<file path="src/design/ref_pkg.sv">
// shared types and constants for the rectangle edge fit block
// no dependencies
`timescale 1ns / 1ps
package ref_pkg;
    localparam int COORD_W = 16;
    localparam logic [1:0] ST_OK = 2'd0;
    localparam logic [1:0] ST_FEW = 2'd1;
    localparam logic [1:0] ST_EMPTY = 2'd2;
    localparam logic [1:0] ST_OVF = 2'd3;
    localparam logic [1:0] SIDE_HX = 2'd0;
    localparam logic [1:0] SIDE_LY = 2'd1;
    localparam logic [1:0] SIDE_LX = 2'd2;
    localparam logic [1:0] SIDE_HY = 2'd3;

    typedef struct packed {
        logic signed [COORD_W-1:0] x;
        logic signed [COORD_W-1:0] y;
        logic                      last;
    } t_point;

    typedef struct packed {
        logic [1:0]                status;
        logic signed [COORD_W-1:0] x_low;
        logic signed [COORD_W-1:0] x_high;
        logic signed [COORD_W-1:0] y_low;
        logic signed [COORD_W-1:0] y_high;
        logic                      box_only;
    } t_result;
endpackage

</file>
<file path="src/design/ref_fifo.sv">
// short request queue between the front and back parts
// depends on ref_pkg
`timescale 1ns / 1ps
module ref_fifo
    import ref_pkg::*;
(
    input  logic   i_clk,
    input  logic   i_rst_n,
    input  logic   i_valid,
    output logic   o_stall,
    input  t_point i_data,
    output logic   o_valid,
    input  logic   i_stall,
    output t_point o_data
);
    t_point     r_mem [4];
    logic [1:0] r_wp, r_rp;
    logic [2:0] r_cnt;
    logic       wr, rd;

    assign o_stall = (r_cnt == 3'd4);
    assign o_valid = (r_cnt != 3'd0);
    assign o_data  = r_mem[r_rp];
    assign wr = i_valid && !o_stall;
    assign rd = o_valid && !i_stall;

    always_ff @(posedge i_clk) begin
        if (wr) begin
            r_mem[r_wp] <= i_data;
        end
        if (!i_rst_n) begin
            r_wp <= '0;
            r_rp <= '0;
            r_cnt <= '0;
        end else begin
            if (wr) r_wp <= r_wp + 2'd1;
            if (rd) r_rp <= r_rp + 2'd1;
            r_cnt <= r_cnt + {2'd0, wr} - {2'd0, rd};
        end
    end
endmodule

</file>
<file path="config.mk">
export PLATFORM = sky130hd
export DESIGN_NAME = ref_fifo
export DESIGN_NICKNAME = d
export VERILOG_FILES = /design/src/design/ref_pkg.sv /design/src/design/ref_fifo.sv
export SDC_FILE = /design/constraint.sdc
export NUM_CORES = 1
export LEC_CHECK = 0
export ABC_AREA = 1
export CAP_MARGIN = 20
export CORE_ASPECT_RATIO = 1.4
export CORE_MARGIN = 2
export CORE_UTILIZATION = 50
export CTS_CLUSTER_SIZE = 12
export DETAILED_ROUTE_END_ITERATION = 16
export DONT_BUFFER_PORTS = 1
export SKIP_LAST_GASP = 1
export SYNTH_ARGS = -nofsm -noshare
export SYNTH_HDL_FRONTEND = slang
export SYNTH_SLANG_ARGS = --single-unit
</file>
<file path="constraint.sdc">
create_clock -name i_clk -period 6 [get_ports i_clk]
set_input_delay 0.3 -clock i_clk [delete_from_list [all_inputs] [get_ports i_clk]]
set_output_delay 0.3 -clock i_clk [all_outputs]
set_load 0.02 [all_outputs]
</file>
### Yosys cells after proc, flatten, opt, wreduce, memory -nomap -nowiden

Memories as Yosys holds them, arrays and structs flattened. A register that Yosys moved wholly into a read port is not among the register bits.
Index checks and enable logic that the tools add are counted.

| storage, ports and cells | value |
|---|---|
| bits in registers | 7 |
| bits in latches | 0 |
| RAM bits | 132 |
| bits in read-only memories | 0 |
| input bits | 37 |
| output and inout bits | 35 |
| word-level logic and storage cells | 18 |
| memories kept | 1 |

Memory list:

| memory | depth | bits a word | read ports | clocked after Yosys merged registers in | write ports | RTL line | text |
|---|---|---|---|---|---|---|---|
| r_mem | 4 | 33 | 1 | 1 | 1 | ref_fifo.sv:16 | `t_point r_mem [4];` |

| cells by class | value |
|---|---|
| add/subtract/negate cells | 4 |
| multipliers | 0 |
| divide/modulo/power cells | 0 |
| order comparisons | 0 |
| equal/unequal tests | 1 |
| shift operators | 0 |
| mux-type cells | 4 |
| bitwise gates (word level) | 0 |
| reduce and logical (&&, ||, !) cells | 5 |

Operators by type and width:

| cell | count |
|---|---|
| $add 2x1->2 const B | 2 |
| $mux 2 | 2 |
| $add 3x1->3 | 1 |
| $eq 3x3->1 const B | 1 |
| $reduce_bool 3->1 | 1 |
| $sub 3x1->3 | 1 |
| $logic_and 1x1->1 | 2 |
| $logic_not 1->1 | 2 |
| $mux 1 | 2 |

### Logic depth before layout (Yosys ltp)

| logic depth | value |
|---|---|
| word-level depth | 5 |
| gate-level depth with buffers | 10 |
| mapped depth without buffers | 10 |

### Worst setup path before layout

OpenSTA, ideal clock, no wires.

| path | value |
|---|---|
| kind | reg2reg |
| from | reg r_cnt[1] |
| to | mem r_mem[0][0] (netlist name) (enable) |
| library setup time | 0.423 ns |
| arrival | 2.132 ns |
| data required time | 5.577 ns |
| setup slack | 3.445 ns |
| stages on the path, launching flop included | 5 |
| buffers on the path | 0 |
| period minus slack after synthesis | 2.555 ns |
| cells stage by stage | dfxtp_1 -> nor2_1 -> nand2_1 -> nand2_1 -> nor2_1 |

| between the ends | value |
|---|---|
| cells in the longest elaborated chain, start to end | 5 |

RTL lines:

| element | RTL line | text |
|---|---|---|
| from (decl) | ref_fifo.sv:18 | `logic [2:0] r_cnt;` |
| from (signal assigned) | ref_fifo.sv:38 | `r_cnt <= r_cnt + {2'd0, wr} - {2'd0, rd};` |
| $eq 3x3->1 | ref_fifo.sv:21 | `assign o_stall = (r_cnt == 3'd4);` |
| $logic_not 1->1 | ref_fifo.sv:24 | `assign wr = i_valid && !o_stall;` |
| $logic_and 1x1->1 | ref_fifo.sv:24 |  |
| $mux 1 | ref_fifo.sv:28 | `if (wr) begin` |
| $mux 1 (not written as such) | ref_fifo.sv:29 | `r_mem[r_wp] <= i_data;` |
| to (decl) | ref_fifo.sv:16 |  |

Every way passes these cells.

==> results by group <==
Outcome
  • Status: complete, no violations

Place
  • Post-detail-place hpwl: 5550 um
  • PortBufs: 0
  • Gpl congestion: 0.707
  • Post-DP Area: 5450 sq um

Setup path
  • Worst flop-to-flop path startpoint: r_cnt[1]
  • Req. time, crit path: 5.70 ns
  • Top delay family on crit path: buffers and inverters
  • Worst-path fanout max: 34
  • FF-to-FF End: r_cnt[2]
  • CP Cell Sequence: buf_4, inv_2, o21ai_0, o22ai_1
  • Worst setup SP type: register
  • FF-to-FF path depth: 10
  • WP depth: 4
  • Worst setup path class: register to output port
  • R2R Setup Slk: 3.63 ns
  • Critical path's largest stage delay: ~0.50 ns
  • Crit end category: output port
  • Worst EP arrival: 2.17 ns
  • Worst path bufs/invs: 2
  • Slowest cell on crit path: inv_2

Power
  • Pwr Total: 2.80 mW
  • Sw Ratio: 30.6%
  • Pwr dens: 435 nW/um^2
  • Int Pwr: 1.94 mW
  • Net switching power figure: 0.857 mW
  • Clk pwr share: 33.2%
  • Sequential power share: 44.7%
  • Lkg Pwr: 2.20 nW
  • Combinational Power Share: 22.1%
  • Peak supply drop: 280 uV

CTS
  • Clock Latency Late Sink: 0.41 ns
  • CTS clk-pin slew, worst paths: 0.05 ns
  • H-tree Lvls: 4
  • Clock Tree Buf Depth: 2
  • Post-CTS Setup Bufs: 0
  • Clock sinks: approximately 140
  • CTS Hold Buffers Added: 34
  • Root buf cell: clkbuf_16
  • Post-CTS sizing: 0
  • CTS tree: done
  • Total CTS buffers: 17

Floorplan
  • Die area: ~12000 sq um
  • FP Rows: 44
  • # IOs: 72
  • Die Height: approximately 130 um
  • Die width: 91.9 um
  • Effective utilization at floorplan: about half
  • Core Box Area: ~10000 sq um

Global routing
  • Met1 Use GR: 22.4%
  • Met3 Track Usage GR: 6.13%
  • Tot GR Track Use: 19.0%
  • Initial antenna violation count: 0
  • GR peak layer: met2
  • Vias in the first global route: 3183
  • First-pass GRT wire length: 16500 um
  • Pin count of the biggest net entering global routing: 68
  • GR met2 Demand/Resource: between 30 and 40%
  • Gr ovfl total: 0

Synth
  • Cells after Synth: 386
  • Synth Net Count: 430
  • Top_reg_cell synth: edfxtp_1
  • Async set-reset flop share out of synthesis: 0%
  • Yosys warns: 0
  • Syn_area_per_cell: between 10 and 15 sq um
  • Mapped cell area: ~5400 sq um
  • Yosys reg bits: 141
  • Distinct cells, synth: 19
  • EDFF count, synth: 132
  • Sequential area share after synthesis: 76.7%

Min path
  • Hold Path Sink: r_wp[0]
  • Hold path start: i_rst_n
  • Min-delay worst type: primary input to register
  • Hold Path Stages: 2

Route
  • ANT nets after route: 0
  • Vias: 3131
  • Initial drt markers: 284
  • DR WL/cell: 17.9 um
  • DRT Wirelength: 10300 um
  • Total iterations of the first detailed-routing run: 4
  • Drc violations: 0
  • Via/cell ratio: 5.44

Finish
  • Share of cells above drive strength 1: about 8.4%
  • Area Growth Syn to Fin: 19.0%
  • Layout Utilization: about 60%
  • Post-layout instance area: 6430 sq um
  • # diodes: 0
  • Fin nets: 469

Timing
  • RSZ-0062 raised after global routing: no
  • Final Cycle Share: 41.1%
  • Max_slew headroom: 31.2%
  • Worst Skew: roughly 0.0075 ns
  • Fmax: 405 MHz
  • Final Critical Period: approximately 2.5 ns
  • Final hold violation count: 0
  • Slew @ Worst Pin: 1.03 ns
  • Final setup vio count: 0
  • Setup TNS: 0 ns
  • Pins Over Slew Limit: 0

Run
  • MaxCap Viol Count: 0
-- cell type report --
class	count	area (sq um)
clock buffers	30	524
flip-flops and latches	141	4150
well taps	138	173
repair buffers	40	455
fillers	849	4030
clock inverters	2	10.0
inverters	18	67.6
multi-input cells	207	1060
-- logic make-up after synthesis --
group / after synthesis / synth area share, %
DFF: 141 / 76.7
AOI/OAI and AO/OA: 106 / 10.6
and+or+nand+nor: 94 / 6.60
buffers and inverters: 38 / 4.31
adders and majority gates: 7 / 1.76
-- placed cells by master (no fill, tap or decap), types with 5 or more instances in the layout --
| cell type | netlist | routed |
|---|---|---|
| dfxtp_1 | 9 | 8 |
| clkbuf_16 | 0 | 17 |
| nor2_1 | 79 | 75 |
| ha_1 | 6 | 6 |
| clkbuf_1 | 1 | 8 |
| o22ai_1 | 33 | 33 |
| o21ai_1 | 18 | 18 |
| dlygate4sd3_1 | 0 | 34 |
| clkbuf_8 | 0 | 5 |
| o21ai_0 | 49 | 49 |
| a21oi_1 | 5 | 5 |
| nand2_1 | 12 | 12 |
| edfxtp_1 | 132 | 132 |
| inv_1 | 16 | 16 |
-- worst register-to-register path: cells and delay by family (launching register included) --
| family | cells | cell delay [ns] |
|---|---|---|
| buffers and inverters | 2 | 0.11 |
| adders and majority gates | 3 | 0.82 |
| and+or+nand+nor | 4 | 0.83 |
| DFF | 1 | 0.34 |
| AOI/OAI and AO/OA | 1 | 0.17 |
-- synthesized netlist by cell type, types with 2 or more instances --
cell / n / share of area, %
clkbuf_2: 2 / 0.19
nand2_1: 12 / 0.83
inv_2: 2 / 0.14
o21ai_0: 49 / 4.5
o22ai_1: 33 / 3.8
dfxtp_1: 9 / 3.3
nor2_1: 79 / 5.5
edfxtp_1: 132 / 73
nand3_1: 3 / 0.28
ha_1: 6 / 1.4
buf_2: 7 / 0.65
a21oi_1: 5 / 0.46
buf_6: 9 / 1.9
o21ai_1: 18 / 1.7
inv_1: 16 / 1.1
-- worst max-delay path by stage --
stage	from	to
after global routing	register	o_data[1]
after detailed placement	register	o_data[31]
after CTS	register	o_data[31]
after floorplan	r_cnt[1]	r_mem[0][0]
final	register	o_data[3]
after global placement	register	o_data[1]
-- flip-flops by register name, indices dropped and copies added (netlist names), named ones only --
| register | flops |
|---|---|
| r_mem | 132 |
| r_cnt | 3 |
| r_rp | 2 |
| r_wp | 2 |
-- through the flow --
stage          worst slack (ns)  cells  hold slack [ns]
4_1_cts                    2.64    571         0.000173
6_report                   3.53    576           0.0135
5_1_grt                    3.35    576           0.0146
2_1_floorplan              3.44    386            0.398
3_5_place_dp               3.10    505            0.399
3_3_place_gp               3.21    505            0.399
-- routing by layer --
layer	vias to the layer above	wire length [um]
met2	71	5450
met4	0	177
met1	1550	4240
met3	12	445
met5	-	0
li1	1498	-
-- power groups by stage --
stage	logic, mW	registers [mW]	clock network [mW]
finish	0.619	1.25	0.929
global route	0.683	1.26	0.988
CTS	0.577	1.27	0.942
detailed placement	0.549	1.29	0
global placement	0.534	1.29	0
floorplan	0.497	1.25	0
Note: power is estimated with default switching activity, not from simulation.
